[src/rtl/wrc_pkg.sv]
`default_nettype none

package wrc_pkg;

    // Number of axis fields a sample carries: force x, y, z, torque x, y, z.
    localparam int FIELD_COUNT = 6;

    // Parameter defaults for the top level.
    localparam int AXIS_COUNT_DEF   = 6;
    localparam int SAMPLE_WIDTH_DEF = 32;

    // Fixed-point layout of the filter factor (unsigned Q1.16).
    localparam int FRAC_W   = 16;
    localparam int FACTOR_W = 17;
    localparam logic [FACTOR_W-1:0] FACTOR_ONE = 17'h10000;

    // Deadband thresholds are unsigned Q15.16 magnitudes.
    localparam int DB_W = 31;

    // Configuration port geometry.
    localparam int CFG_INDEX_W = 3;
    localparam int CFG_DATA_W  = 31;

    // Register indexes.
    localparam logic [CFG_INDEX_W-1:0] REG_SMOOTHING = 3'd0;
    localparam logic [CFG_INDEX_W-1:0] REG_DB_FX     = 3'd1;
    localparam logic [CFG_INDEX_W-1:0] REG_DB_FY     = 3'd2;
    localparam logic [CFG_INDEX_W-1:0] REG_DB_FZ     = 3'd3;
    localparam logic [CFG_INDEX_W-1:0] REG_DB_TX     = 3'd4;
    localparam logic [CFG_INDEX_W-1:0] REG_DB_TY     = 3'd5;
    localparam logic [CFG_INDEX_W-1:0] REG_DB_TZ     = 3'd6;

    // Reset values of the registers.
    localparam logic [FACTOR_W-1:0] FACTOR_RST = FACTOR_ONE;
    localparam logic [DB_W-1:0] DB_FX_RST = 31'd65536;
    localparam logic [DB_W-1:0] DB_FY_RST = 31'd65536;
    localparam logic [DB_W-1:0] DB_FZ_RST = 31'd0;
    localparam logic [DB_W-1:0] DB_TX_RST = 31'd6554;
    localparam logic [DB_W-1:0] DB_TY_RST = 31'd6554;
    localparam logic [DB_W-1:0] DB_TZ_RST = 31'd6554;

    // Pipeline load strobes shared by every lane.
    typedef struct packed {
        logic tare_load;   // latch this sample as the tare offset
        logic tare_taken;  // tare offset holds a valid sample
        logic load1;       // stage 1 takes a new tared sample
        logic load2;       // stage 2 advances the filter state
        logic load3;       // stage 3 takes a new thresholded result
    } t_pipe_ctl;

endpackage

`default_nettype wire

[src/rtl/wrc_ctrl.sv]
`default_nettype none

module wrc_ctrl
    import wrc_pkg::*;
(
    input  wire        i_clk,
    input  wire        i_rst_n,
    input  wire        i_valid,
    input  wire        i_sample_ok,
    output logic       o_stall,
    output logic       o_valid,
    input  wire        i_stall,
    output t_pipe_ctl  o_ctl
);

    logic r_v1;
    logic r_v2;
    logic r_v3;
    logic r_tare_taken;

    logic en1;
    logic en2;
    logic en3;
    logic accept_ok;

    always_comb begin
        en3       = !r_v3 || !i_stall;
        en2       = !r_v2 || en3;
        en1       = !r_v1 || en2;
        accept_ok = i_valid && en1 && i_sample_ok;

        o_ctl.load1      = accept_ok;
        o_ctl.load2      = en2 && r_v1;
        o_ctl.load3      = en3 && r_v2;
        o_ctl.tare_load  = accept_ok && !r_tare_taken;
        o_ctl.tare_taken = r_tare_taken;
    end

    always_ff @(posedge i_clk) begin
        if (!i_rst_n) begin
            r_v1         <= 1'b0;
            r_v2         <= 1'b0;
            r_v3         <= 1'b0;
            r_tare_taken <= 1'b0;
        end else begin
            if (en1) begin
                r_v1 <= accept_ok;
            end
            if (en2) begin
                r_v2 <= r_v1;
            end
            if (en3) begin
                r_v3 <= r_v2;
            end
            if (accept_ok) begin
                r_tare_taken <= 1'b1;
            end
        end
    end

    assign o_stall = !en1;
    assign o_valid = r_v3;

    // A held result is never overwritten while the consumer stalls.
    assert property (@(posedge i_clk) disable iff (!i_rst_n)
        (r_v3 && i_stall) |-> !o_ctl.load3)
        else $error("output stage overwritten while stalled");

    // The filter state only moves for a real sample.
    assert property (@(posedge i_clk) disable iff (!i_rst_n)
        o_ctl.load2 |-> r_v1)
        else $error("filter state advanced without a sample");

    // Once any sample passes, the tare offset is held from then on.
    assert property (@(posedge i_clk) disable iff (!i_rst_n)
        o_ctl.load1 |=> r_tare_taken)
        else $error("tare flag not set after first sample");

    // A full pipeline facing a stalled consumer must stall the producer.
    assert property (@(posedge i_clk) disable iff (!i_rst_n)
        (r_v1 && r_v2 && r_v3 && i_stall) |-> o_stall)
        else $error("input accepted into a full pipeline");

endmodule

`default_nettype wire

[config.mk]
export PLATFORM = sky130hd
export DESIGN_NAME = wrc_ctrl
export DESIGN_NICKNAME = d
export VERILOG_FILES = /design/src/rtl/wrc_pkg.sv /design/src/rtl/wrc_ctrl.sv
export SDC_FILE = /design/constraint.sdc
export NUM_CORES = 1
export LEC_CHECK = 0
export ABC_CLOCK_PERIOD_IN_PS = 1100
export BUFFER_PORTS_ARGS = -buffer_cell sky130_fd_sc_hd__buf_4
export CORE_AREA = 3 3 40 42
export DETAILED_ROUTE_END_ITERATION = 6
export DIE_AREA = 0 0 43 45
export GPL_TIMING_DRIVEN = 0
export PLACE_DENSITY = 0.47
export SKIP_CTS_REPAIR_TIMING = 1
export SLEW_MARGIN = 20
export SYNTH_ARGS = -nofsm -noshare
export SYNTH_HDL_FRONTEND = slang
export SYNTH_SLANG_ARGS = --single-unit
[constraint.sdc]
create_clock -name i_clk -period 1.1 [get_ports i_clk]
set_clock_uncertainty 0.1 [all_clocks]
set_input_delay 0.33 -clock i_clk [delete_from_list [all_inputs] [get_ports i_clk]]
set_output_delay 0.33 -clock i_clk [all_outputs]
set_load 0.05 [all_outputs]
# Word-level counts from Yosys, hierarchy flattened
# Cells that the tools add are included.
# totals
regBits	4
output_inout_bits	7
word_cells	18
# op_classes
n_reduce_logical	14
# ops
cell	count
$logic_not A1 Y1	6
$logic_and A1 B1 Y1	5
$logic_or A1 B1 Y1	3

# Depth between registers and ports, before layout
# depth
word_depth	7
mapped_depth	4
ltp_nobuf	3

# Worst setup path before layout
# Ideal clock, no wire load.
# synth_path
path_type	register to output
from	register r_v3, in the netlist o_valid
to	output port o_ctl[0] (netlist name)
path_slack_ps	-1032
t_arrival_ps	1702
stages_incl_launch_ff	2
n_path_buf	0
path_cell_list	dfxtp_1 -> a21boi_0
# synth_lines
element	line_no	text
from (decl)	wrc_ctrl.sv:18	logic r_v3;
from (signal assigned)	wrc_ctrl.sv:53	r_v3 <= r_v2;
to (decl)	wrc_ctrl.sv:13	output t_pipe_ctl o_ctl

==> impl_results.rst <==
.. list-table::
   :header-rows: 1

   * - Metric
     - Value
   * - Highest clock frequency the design can meet
     - approximately 680 MHz
   * - Initial core utilization
     - 0.152
   * - Area of the die
     - 0.00194 sq mm
   * - Distinct cell type count after synthesis
     - 15
   * - Sequential-to-total area share from yosys stat
     - 0.410
   * - Aggregate global-route resource usage
     - 0.0657
   * - Xor/xnor cell area share of the yosys netlist
     - 0
   * - Worst hold margin
     - approximately 240 ps
   * - Area fraction in and, or, nand and nor cells after synthesis
     - 0.288
   * - Leakage power summed over all cells
     - 0.184 nW
   * - Maximum vdd ir drop
     - 0.330 mV
   * - Die Y-Extent
     - ~45 um
   * - Start point of the worst min-delay path
     - i_rst_n
   * - Hold violation count in the final report
     - 0
   * - Transition at the pin with the smallest max-transition slack
     - ~220 ps
   * - Total of max-cap violations
     - 0
   * - Setup slack on the worst flop-to-flop path
     - between 200 and 250 ps
   * - Critical path class
     - reg -> out
   * - Post-synth top flop
     - dfxtp_1
   * - Post-Route WL
     - 537 um
   * - Port Buffers
     - 11
   * - Register area
     - 92.6 sq um
   * - Wire length of the first global-routing pass
     - 834 um
   * - Iteration count of the initial detailed-routing pass
     - 2
   * - Avg WL per Cell
     - about 10 um
   * - Clock tree root driver cell
     - clkbuf_4
   * - Maximum level of the CTS H-tree
     - 1
   * - Yosys reg bits
     - 4
   * - Inserted Diodes
     - 0
   * - Startpoint of the worst-slack reg-to-reg timing path
     - o_valid$_SDFFE_PN0P_
   * - Fin cells
     - 53
   * - Required @ worst endpoint
     - 670 ps
   * - Worst Hold Class
     - in -> reg
   * - Number of placed instances, taps included
     - 48
   * - Row count
     - 13
   * - Post-Syn Area
     - just under 200 sq um
   * - Worst flop-to-flop path endpoint
     - r_tare_taken$_SDFFE_PN0P_
   * - Async S/R FF share, synth
     - 0
   * - Detailed router's first-iteration violation count
     - 2
   * - Post-DRT Antenna Nets
     - 0
   * - Library cell occupying the most area in the post-synthesis netlist
     - dfxtp_1
   * - Vias per inst
     - 4.02
   * - Main combinational cell family by area after synthesis
     - simple AND/OR/NAND/NOR gates
   * - Total via count after detailed routing
     - 213
   * - Syn Inst Count
     - 22
   * - Buffer depth of the longest clock path
     - 2
   * - Failing checks
     - setup timing
   * - Clock latency on the worst-skew pair
     - roughly 240 ps
   * - Core Util, Final
     - 0.321
   * - Half-perimeter wire length after detailed placement
     - around 440 um
   * - Number of global-route vias before repair
     - about 210
   * - Total negative setup slack
     - -2130 ps
   * - Critical path startpoint category
     - flop
   * - Share of cell area taken by muxes after synthesis
     - 0
   * - Final min period
     - about 1500 ps
   * - Depth of the worst hold-timing path
     - 3
   * - Area delta synth->final
     - 112%
   * - Worst Hold Endpoint
     - r_tare_taken$_SDFFE_PN0P_
   * - Final-layout fill cell count
     - 141
   * - Final Max Tran Viols
     - 0
   * - Antenna violations before repair
     - 0
   * - Die Width
     - about 43 um
   * - Most instantiated cells after synthesis
     - dfxtp_1 (4), a21boi_1 (2), buf_4 (2), nand2_1 (2), nand3_1 (2)
   * - Post-synthesis share of cell area spent on full adders, half adders and majority gates
     - 0
   * - Share of cells above drive strength 1
     - 0.737
   * - Clock transition at the registers of the reported paths
     - 40 ps
   * - Mapped Nets
     - 27
   * - Count of flip-flops with a built-in enable after synthesis
     - 0
   * - Data arrival time at the worst-slack endpoint
     - 1050 ps
   * - Outcome
     - finished, violations left
   * - Total of endpoints with negative setup slack in the final report
     - 7
   * - TritonCTS clock tree
     - done
   * - Residual overflow from global routing
     - 0
   * - Total area of multi-input combinational cells
     - between 100 and 150 sq um
   * - Fraction of synthesized cell area taken by the top area cell type
     - 0.410
   * - Total power divided by cell area
     - ~1200 mW/mm^2
   * - Least setup slack across all paths after layout
     - -380 ps
   * - Global placer's final weighted congestion
     - a little under 0.7
   * - Critical path endpoint category
     - output pin
   * - Largest fanout on the critical path
     - 4
   * - Avg Cell Area, Syn
     - around 9 sq um
   * - Worst R2R Path Depth
     - 3
   * - Synth area leaders
     - dfxtp_1 (41%), a21boi_1 (7.7%), buf_4 (7.7%), nand4_2 (6.4%), nand3_1 (5.1%)
   * - Maximum number of pins on one net before global-route repair
     - 6
   * - Area fraction in compound gates after synthesis
     - 0.186
   * - Worst slew margin relative to its limit
     - 0.851
   * - Most frequent cell after synthesis
     - dfxtp_1
   * - Setup repair after global routing missed its margin
     - yes
   * - Total number of yosys warnings
     - 0
   * - Count of pins on the block boundary
     - 12
   * - Number of nets at the end of the flow
     - 44
   * - Remaining DRCs
     - 0
   * - TritonCTS sink count
     - 4
   * - Core Region
     - ~0.0013 sq mm
   * - Part of the cycle the worst path needs
     - 1.35
   * - Number of clock buffers inserted by TritonCTS
     - 3
==> cells in the final DEF (no fill, tap or decap), types with 2 or more instances in the layout <==
cell,n
a21boi_1,2
buf_4,7
buf_6,5
buf_8,2
clkbuf_4,3
dfxtp_4,3
nand2_1,2
nand3_1,2
==> critical path, stage by stage (launching register included) <==
cell	delay, ps
dfxtp_4	350
nand4_4	110
inv_8	50
nor3_4	110
buf_6	180
==> cell type report <==
type | instances | share of cell area
repair buffers | 13 | 0.309
multi-input cells | 14 | 0.294
flip-flops and latches | 4 | 0.224
clock buffers | 4 | 0.0636
well taps | 15 | 0.0455
inverters | 2 | 0.0364
plain buffers | 1 | 0.0273
==> per-layer routing <==
layer / part of all wire / vias to the layer above / global-route usage
met3: 0.12 / 0 / 0.0398
met1: 0.36 / 96 / 0.0625
met2: 0.52 / 12 / 0.0928
li1: - / 105 / -
met4: 0 / 0 / 0.0723
met5: 0 / - / 0
==> registers in the layout (all words and copies together) (netlist names) <==
name          cells
o_valid           1
r_tare_taken      1
r_v1              1
r_v2              1
==> how the worst max path moves through the flow <==
| stage | endpoint | startpoint | slack, ps |
|---|---|---|---|
| finish | o_ctl[4] | o_valid$_SDFFE_PN0P_ | -380 |
| global route | o_ctl[4] | o_valid$_SDFFE_PN0P_ | -420 |
| CTS | o_ctl[2] | r_v2$_SDFFE_PN0P_ | -600 |
| detailed placement | o_ctl[2] | i_stall | -400 |
| global placement | o_ctl[2] | i_stall | -380 |
| floorplan | o_ctl[4] | o_valid$_SDFFE_PN0P_ | -330 |
==> report_power, final <==
group / switching (mW) / internal [mW]
Combinational: 0.0627 / 0.0529
Sequential: 0.00861 / 0.149
Clock: 0.0658 / 0.137
==> through the flow <==
step	instance area (sq um)	setup slack (ps)	total power, mW
after floorplan	231	-330	0.224
after global placement	333	-379	0.258
after global routing	413	-424	0.498
after CTS	359	-600	0.473
final	413	-380	0.475
after detailed placement	333	-404	0.261
==> logic make-up (layout without fill, tap and decap cells) <==
group,after synthesis,in the layout
AND/OR/NAND/NOR,9,9
AO/OA/AOI/OAI,5,5
flip-flops,4,4
buffers and inverters,4,20
Power figures use the tool's default switching activity.
