[src/rtl/wrc_pkg.sv]
`default_nettype none

package wrc_pkg;

    // Number of axis fields a sample carries: force x, y, z, torque x, y, z.
    localparam int FIELD_COUNT = 6;

    // Parameter defaults for the top level.
    localparam int AXIS_COUNT_DEF   = 6;
    localparam int SAMPLE_WIDTH_DEF = 32;

    // Fixed-point layout of the filter factor (unsigned Q1.16).
    localparam int FRAC_W   = 16;
    localparam int FACTOR_W = 17;
    localparam logic [FACTOR_W-1:0] FACTOR_ONE = 17'h10000;

    // Deadband thresholds are unsigned Q15.16 magnitudes.
    localparam int DB_W = 31;

    // Configuration port geometry.
    localparam int CFG_INDEX_W = 3;
    localparam int CFG_DATA_W  = 31;

    // Register indexes.
    localparam logic [CFG_INDEX_W-1:0] REG_SMOOTHING = 3'd0;
    localparam logic [CFG_INDEX_W-1:0] REG_DB_FX     = 3'd1;
    localparam logic [CFG_INDEX_W-1:0] REG_DB_FY     = 3'd2;
    localparam logic [CFG_INDEX_W-1:0] REG_DB_FZ     = 3'd3;
    localparam logic [CFG_INDEX_W-1:0] REG_DB_TX     = 3'd4;
    localparam logic [CFG_INDEX_W-1:0] REG_DB_TY     = 3'd5;
    localparam logic [CFG_INDEX_W-1:0] REG_DB_TZ     = 3'd6;

    // Reset values of the registers.
    localparam logic [FACTOR_W-1:0] FACTOR_RST = FACTOR_ONE;
    localparam logic [DB_W-1:0] DB_FX_RST = 31'd65536;
    localparam logic [DB_W-1:0] DB_FY_RST = 31'd65536;
    localparam logic [DB_W-1:0] DB_FZ_RST = 31'd0;
    localparam logic [DB_W-1:0] DB_TX_RST = 31'd6554;
    localparam logic [DB_W-1:0] DB_TY_RST = 31'd6554;
    localparam logic [DB_W-1:0] DB_TZ_RST = 31'd6554;

    // Pipeline load strobes shared by every lane.
    typedef struct packed {
        logic tare_load;   // latch this sample as the tare offset
        logic tare_taken;  // tare offset holds a valid sample
        logic load1;       // stage 1 takes a new tared sample
        logic load2;       // stage 2 advances the filter state
        logic load3;       // stage 3 takes a new thresholded result
    } t_pipe_ctl;

endpackage

`default_nettype wire

[src/rtl/wrc_lane.sv]
`default_nettype none

module wrc_lane
    import wrc_pkg::*;
#(
    parameter int SAMPLE_WIDTH = SAMPLE_WIDTH_DEF
) (
    input  wire                           i_clk,
    input  wire                           i_rst_n,
    input  wire t_pipe_ctl                i_ctl,
    input  wire signed [SAMPLE_WIDTH-1:0] i_sample,
    input  wire        [FACTOR_W-1:0]     i_factor,
    input  wire        [DB_W-1:0]         i_deadband,
    output logic signed [SAMPLE_WIDTH-1:0] o_result
);

    localparam int SW    = SAMPLE_WIDTH;
    localparam int PW    = SW + FACTOR_W + 2;
    localparam int CMP_W = (SW > DB_W) ? SW : DB_W;

    logic signed [SW-1:0] r_tare;
    logic signed [SW-1:0] r_v;
    logic signed [SW-1:0] r_y;
    logic signed [SW-1:0] r_out;

    logic signed [SW:0]   diff;
    logic signed [SW-1:0] sat;
    logic signed [SW-1:0] n_v;
    logic signed [SW:0]   delta;
    logic signed [PW-1:0] prod;
    logic signed [SW-1:0] n_y;
    logic        [SW-1:0] mag;
    logic                 below;
    logic signed [SW-1:0] n_out;

    // Stage 1: remove the tare offset, saturating to the sample range.
    always_comb begin
        diff = {i_sample[SW-1], i_sample} - {r_tare[SW-1], r_tare};
        if (diff[SW] != diff[SW-1]) begin
            sat = diff[SW] ? {1'b1, {(SW-1){1'b0}}} : {1'b0, {(SW-1){1'b1}}};
        end else begin
            sat = diff[SW-1:0];
        end
        // The sample that sets the tare cancels against itself.
        n_v = i_ctl.tare_taken ? sat : '0;
    end

    // Stage 2: y += floor(a * (v - y) / 2^16). The new value lies between
    // the old state and the input, so the low bits of the sum are exact.
    always_comb begin
        delta = {r_v[SW-1], r_v} - {r_y[SW-1], r_y};
        prod  = PW'(delta) * PW'($signed({1'b0, i_factor}));
        n_y   = r_y + prod[FRAC_W+SW-1:FRAC_W];
    end

    // Stage 3: deadband on the magnitude; the most negative value is exact.
    always_comb begin
        mag   = r_y[SW-1] ? (~r_y + 1'b1) : r_y;
        below = CMP_W'(mag) < CMP_W'(i_deadband);
        n_out = below ? '0 : r_y;
    end

    always_ff @(posedge i_clk) begin
        if (i_ctl.tare_load) begin
            r_tare <= i_sample;
        end
        if (i_ctl.load1) begin
            r_v <= n_v;
        end
        if (i_ctl.load3) begin
            r_out <= n_out;
        end
    end

    always_ff @(posedge i_clk) begin
        if (!i_rst_n) begin
            r_y <= '0;
        end else if (i_ctl.load2) begin
            r_y <= n_y;
        end
    end

    assign o_result = r_out;

endmodule

`default_nettype wire

[config.mk]
export PLATFORM = sky130hd
export DESIGN_NAME = wrc_lane
export DESIGN_NICKNAME = d
export VERILOG_FILES = /design/src/rtl/wrc_pkg.sv /design/src/rtl/wrc_lane.sv
export SDC_FILE = /design/constraint.sdc
export NUM_CORES = 2
export LEC_CHECK = 0
export ABC_AREA = 1
export BUFFER_PORTS_ARGS = -buffer_cell sky130_fd_sc_hd__buf_2
export CORE_UTILIZATION = 30
export CTS_CLUSTER_DIAMETER = 40
export DETAILED_ROUTE_END_ITERATION = 7
export GPL_ROUTABILITY_DRIVEN = 0
export SYNTH_ARGS = -nofsm -noshare
export SYNTH_HDL_FRONTEND = slang
export SYNTH_SLANG_ARGS = --single-unit
[constraint.sdc]
create_clock -name i_clk -period 20.1 [get_ports i_clk]
set_clock_uncertainty 0.2 [all_clocks]
set_input_delay 3.015 -clock i_clk [delete_from_list [all_inputs] [get_ports i_clk]]
set_output_delay 3.015 -clock i_clk [all_outputs]
set_load 0.05 [all_outputs]
-- Word-level counts from Yosys, hierarchy flattened
Cells that the tools add are included.
- flip-flop bits (word level): 128
- input bits: 87
- logic and storage cells: 15
- $add $sub $neg: 4
- multiply operators: 1
- $lt $le $gt $ge: 1
- eq/ne operators: 1
- muxes and demuxes: 3
- bitwise operators: 1
- operators with widths (kind ; number):
    two-way mux 32 bit ; 3
    subtractor 32 x 32 -> 33 bit ; 2
    multiplier 33 x 18 -> 48 bit ; 1
    adder 32 x 1 -> 32 bit, second input constant ; 1
    adder 32 bit ; 1
    less-than comparator 32 x 31 -> 1 bit ; 1
    NOT 32 bit ; 1
    != test 1 bit ; 1

-- Logic depth before layout (Yosys ltp)
- depth in word-level cells: 4
- gate-level depth with buffers: 56
- gate-level depth less buffers: 55

-- Worst setup path before layout
OpenSTA, ideal clock, no wires.
- kind: in2reg
- start: input port i_factor[3]
- end: register r_y[21]
- setup time: 113 ps
- arrival: 9930 ps
- data required time: 19787 ps
- slack: 9857 ps
- stages on the path: 36
- path buffers: 2
- path through: clkbuf_1 inv_1 buf_1 nor2_1 fa_1 inv_1 fa_1 inv_1 fa_1 fa_1 fa_1 inv_1 fa_1 inv_1 ha_1 nand2_1 inv_1 a21oi_1 inv_1 a21oi_1 o21ai_0 inv_1 o21ai_0 xor2_1 ha_1 nand2_1 inv_1 a21oi_1 o21ai_0 a21boi_1 o21bai_1 a21oi_1 o21ai_1 xor2_1 o21ai_1 inv_1
- word-level cells in the longest chain between the ends: 2
- ends and longest elaborated chain (what ; RTL line ; source):
    start: declaration ; wrc_lane.sv:12 ; input wire [FACTOR_W-1:0] i_factor,
    multiplier 33 x 18 -> 48 bit ; wrc_lane.sv:52 ; prod = PW'(delta) * PW'($signed({1'b0, i_factor}));
    adder 32 bit ; wrc_lane.sv:53 ; n_y = r_y + prod[FRAC_W+SW-1:FRAC_W];
    end signal: assignment ; wrc_lane.sv:79 ; r_y <= n_y;
    end: declaration ; wrc_lane.sv:23 ; logic signed [SW-1:0] r_y;
Every way passes these cells.
A chain may end at the register's enable or synchronous reset.

-- Worst setup path in the final report
- start: input port i_factor[4]
- end: register r_y[21]
The elaborated chain is that of the path after synthesis.

==> impl_metrics.tcl <==
set metrics [dict create \
    synth-edff-count 96 \
    cpPeakStageDelay_ns 0.88 \
    tightestPinTransition_ns 1.12 \
    clk_pin_slew_ns 0.06 \
    end_kind "flop" \
    fmaxAchievable_ghz 0.0854 \
    drive_gt1_share_pct 7.71 \
    grt_pass1_wl_um 148000 \
    grt_max_degree 55 \
    hold_viol 0 \
    grt_pass1_vias 25800 \
    synth_flop_cell "edfxtp_1" \
    drtPass1Iterations 5 \
    fp-row-count 116 \
    core_um2 100000 \
    yosys.cell_count.top_type "inv_1" \
    syn_area_um2 30300 \
    hold_class "reg2reg" \
    ff2ff_setup_slack_ns 9.19 \
    multiInputGateArea_um2 22500 \
    cts_buffers 17 \
    reg2reg_depth 52 \
    ys_warn_count 0 \
    synthDistinctLibCells 64 \
    cp.required_ns 20.23 \
    clock_latency_ns 0.44 \
    hp-start "r_y[14]$_SDFFE_PN0P_" \
    hold-path-endpoint "r_y[14]$_SDFFE_PN0P_" \
    grtUsageMet3_pct 2.41 \
    finalNetCount 4748 \
    area_delta_synth_final_pct 8.30 \
    post_cts_buffers 0 \
    r2r_start "r_y[1]$_SDFFE_PN0P_" \
    via_per_inst 4.79 \
    dr.first_iter.drc_count 1887 \
    netlist_top_cells_area "fa_1 (34%), inv_1 (12%), ha_1 (9.9%), edfxtp_1 (9.5%), nand2_1 (7.2%)" \
    ys_seq_area_share_pct 11.6 \
    grt_util_all_layers_pct 18.6 \
    post_cts_resized 0 \
    dieWidth_um 320 \
    antenna_found_initial 3 \
    post-route-period-util_pct 58.3 \
    n_fill_cell 10600 \
    cts_buffer_depth 2 \
    gr-usage-met2_pct 30.4 \
    ys_ff_latch 128 \
    path_class "in2reg" \
    wire_per_inst_um 17.7 \
    outcome "finished clean" \
    slowest_stage "clkinv_1" \
    die_h_um 320 \
    syn_avg_cell_area_um2 7.87 \
    use_met1_pct 26.2 \
    cts_tree "done" \
    ant_nets 0 \
    final_util_pct 32.8 \
    cts.hold.buffers_added 0 \
    start_util_pct 30.3 \
    cp_max_fo 25 \
    synth_top_area_share_pct 34.2 \
    die_area_um2 102000 \
    synth_area_leader_cell "fa_1" \
    whs_path_depth 2 \
    ioPinCount 119 \
    setup-violations-final 0 \
    r2r_end "r_y[31]$_SDFFE_PN0P_" \
    timing.setup.tns_ns 0 \
    io_buffer_count 118 \
    clock-sinks 128 \
    drv_slew 0 \
    synth_fp_nets 4693 \
    worstPathArrival_ns 11.85 \
    placed_area_um2 32200 \
    grt-ovfl-total 0 \
    start_kind "primary input" \
    dp_hpwl_um 75800 \
    path_common_cell "inv_1" \
    synth_commonest_cells "inv_1 (980), nand2_1 (578), fa_1 (517)" \
    rsz0062_at_grt "false" \
    root_buffer "clkbuf_16" \
    h-tree-depth 4 \
    cap_violations 0 \
    route.final.wire_length_um 92200 \
    syn_inst 3849 \
    routed-via-count 25000 \
    regArea_um2 3520 \
    layout_min_cycle_time_ns 11.72 \
    drc_errors 0 \
    ys_async_sr_fraction_pct 0 \
    slew_headroom_pct 25.6 \
    finalInstanceArea_um2 32800 \
    grt_busiest_layer "met2" \
]
## worst max path at each step
stage                      endpoint  slack, ns        start
6_report       r_y[21]$_SDFFE_PN0P_       8.38  i_factor[4]
5_1_grt        r_y[21]$_SDFFE_PN0P_       7.93  i_factor[4]
4_1_cts        r_y[21]$_SDFFE_PN0P_       8.55  i_factor[4]
3_5_place_dp   r_y[21]$_SDFFE_PN0P_       8.11  i_factor[4]
3_3_place_gp   r_y[21]$_SDFFE_PN0P_       8.09  i_factor[3]
2_1_floorplan  r_y[21]$_SDFFE_PN0P_       9.86  i_factor[3]
## stage by stage
step,instances,setup WS [ns],hold slack [ns]
2_1_floorplan,3849,9.86,0.323
5_1_grt,5216,7.93,0.445
3_5_place_dp,5183,8.11,0.383
4_1_cts,5215,8.55,0.396
3_3_place_gp,5183,8.09,0.388
6_report,5216,8.38,0.399
## cells by family (layout without fill, tap and decap cells)
group | after synthesis | after routing | share of synthesized area [%]
other | 0 | 1 | 0
flip-flops | 128 | 128 | 11.6
buffers and inverters | 1105 | 1173 | 14.1
adder cells (fa/ha/maj) | 757 | 757 | 44.1
AO/OA/AOI/OAI | 481 | 481 | 9.43
AND/OR/NAND/NOR | 1244 | 1244 | 16.9
XOR/XNOR | 134 | 134 | 3.90
## layout make-up
type / instances / share of cell area, %
multi-input cells: 2616 / 68.7
inverters: 1005 / 11.5
flip-flops and latches: 128 / 10.7
well taps: 1298 / 4.95
repair buffers: 136 / 2.21
clock buffers: 19 / 1.38
clock inverters: 13 / 0.557
diodes: 1 / 0.00763
## cells in the final DEF (no fill, tap or decap), drive strengths merged, types with 2 or more instances in the layout
master,n
inv,995
nand2,590
fa,517
nor2,490
a21oi,251
ha,240
o21ai,143
buf,136
edfxtp,96
xor2,87
nand3,81
xnor2,47
dfxtp,32
nor3,24
or2,23
nand4,20
a31oi,19
clkbuf,19
clkinv,16
o21bai,14
nor4,10
o21a,9
o211ai,8
o221ai,6
a21o,5
o31ai,5
a31o,4
a211oi,4
bufinv,4
a21boi,4
clkinvlp,3
nand3b,2
a2111oi,2
a221oi,2
o211a,2
## metal layers
metal | wire length, um | up-vias
met3 | 6950 | 106
met2 | 42200 | 979
met5 | 7 | -
met4 | 1680 | 2
met1 | 41400 | 12200
li1 | - | 11700
## registers in the layout, indices dropped and copies added (netlist names)
name and count:
r_v 32, r_y 32, r_tare 32, o_result 32
## worst max-delay path: cells and delay by family
family,cells,cell delay (ns)
buffers and inverters,11,1.71
AND/OR/NAND/NOR,3,0.70
AO/OA/AOI/OAI,11,2.41
XOR/XNOR,2,0.49
adder cells (fa/ha/maj),8,3.49
Power is not shown: default switching activity piles up to over one toggle a cycle in this logic, so the estimate is an artifact.
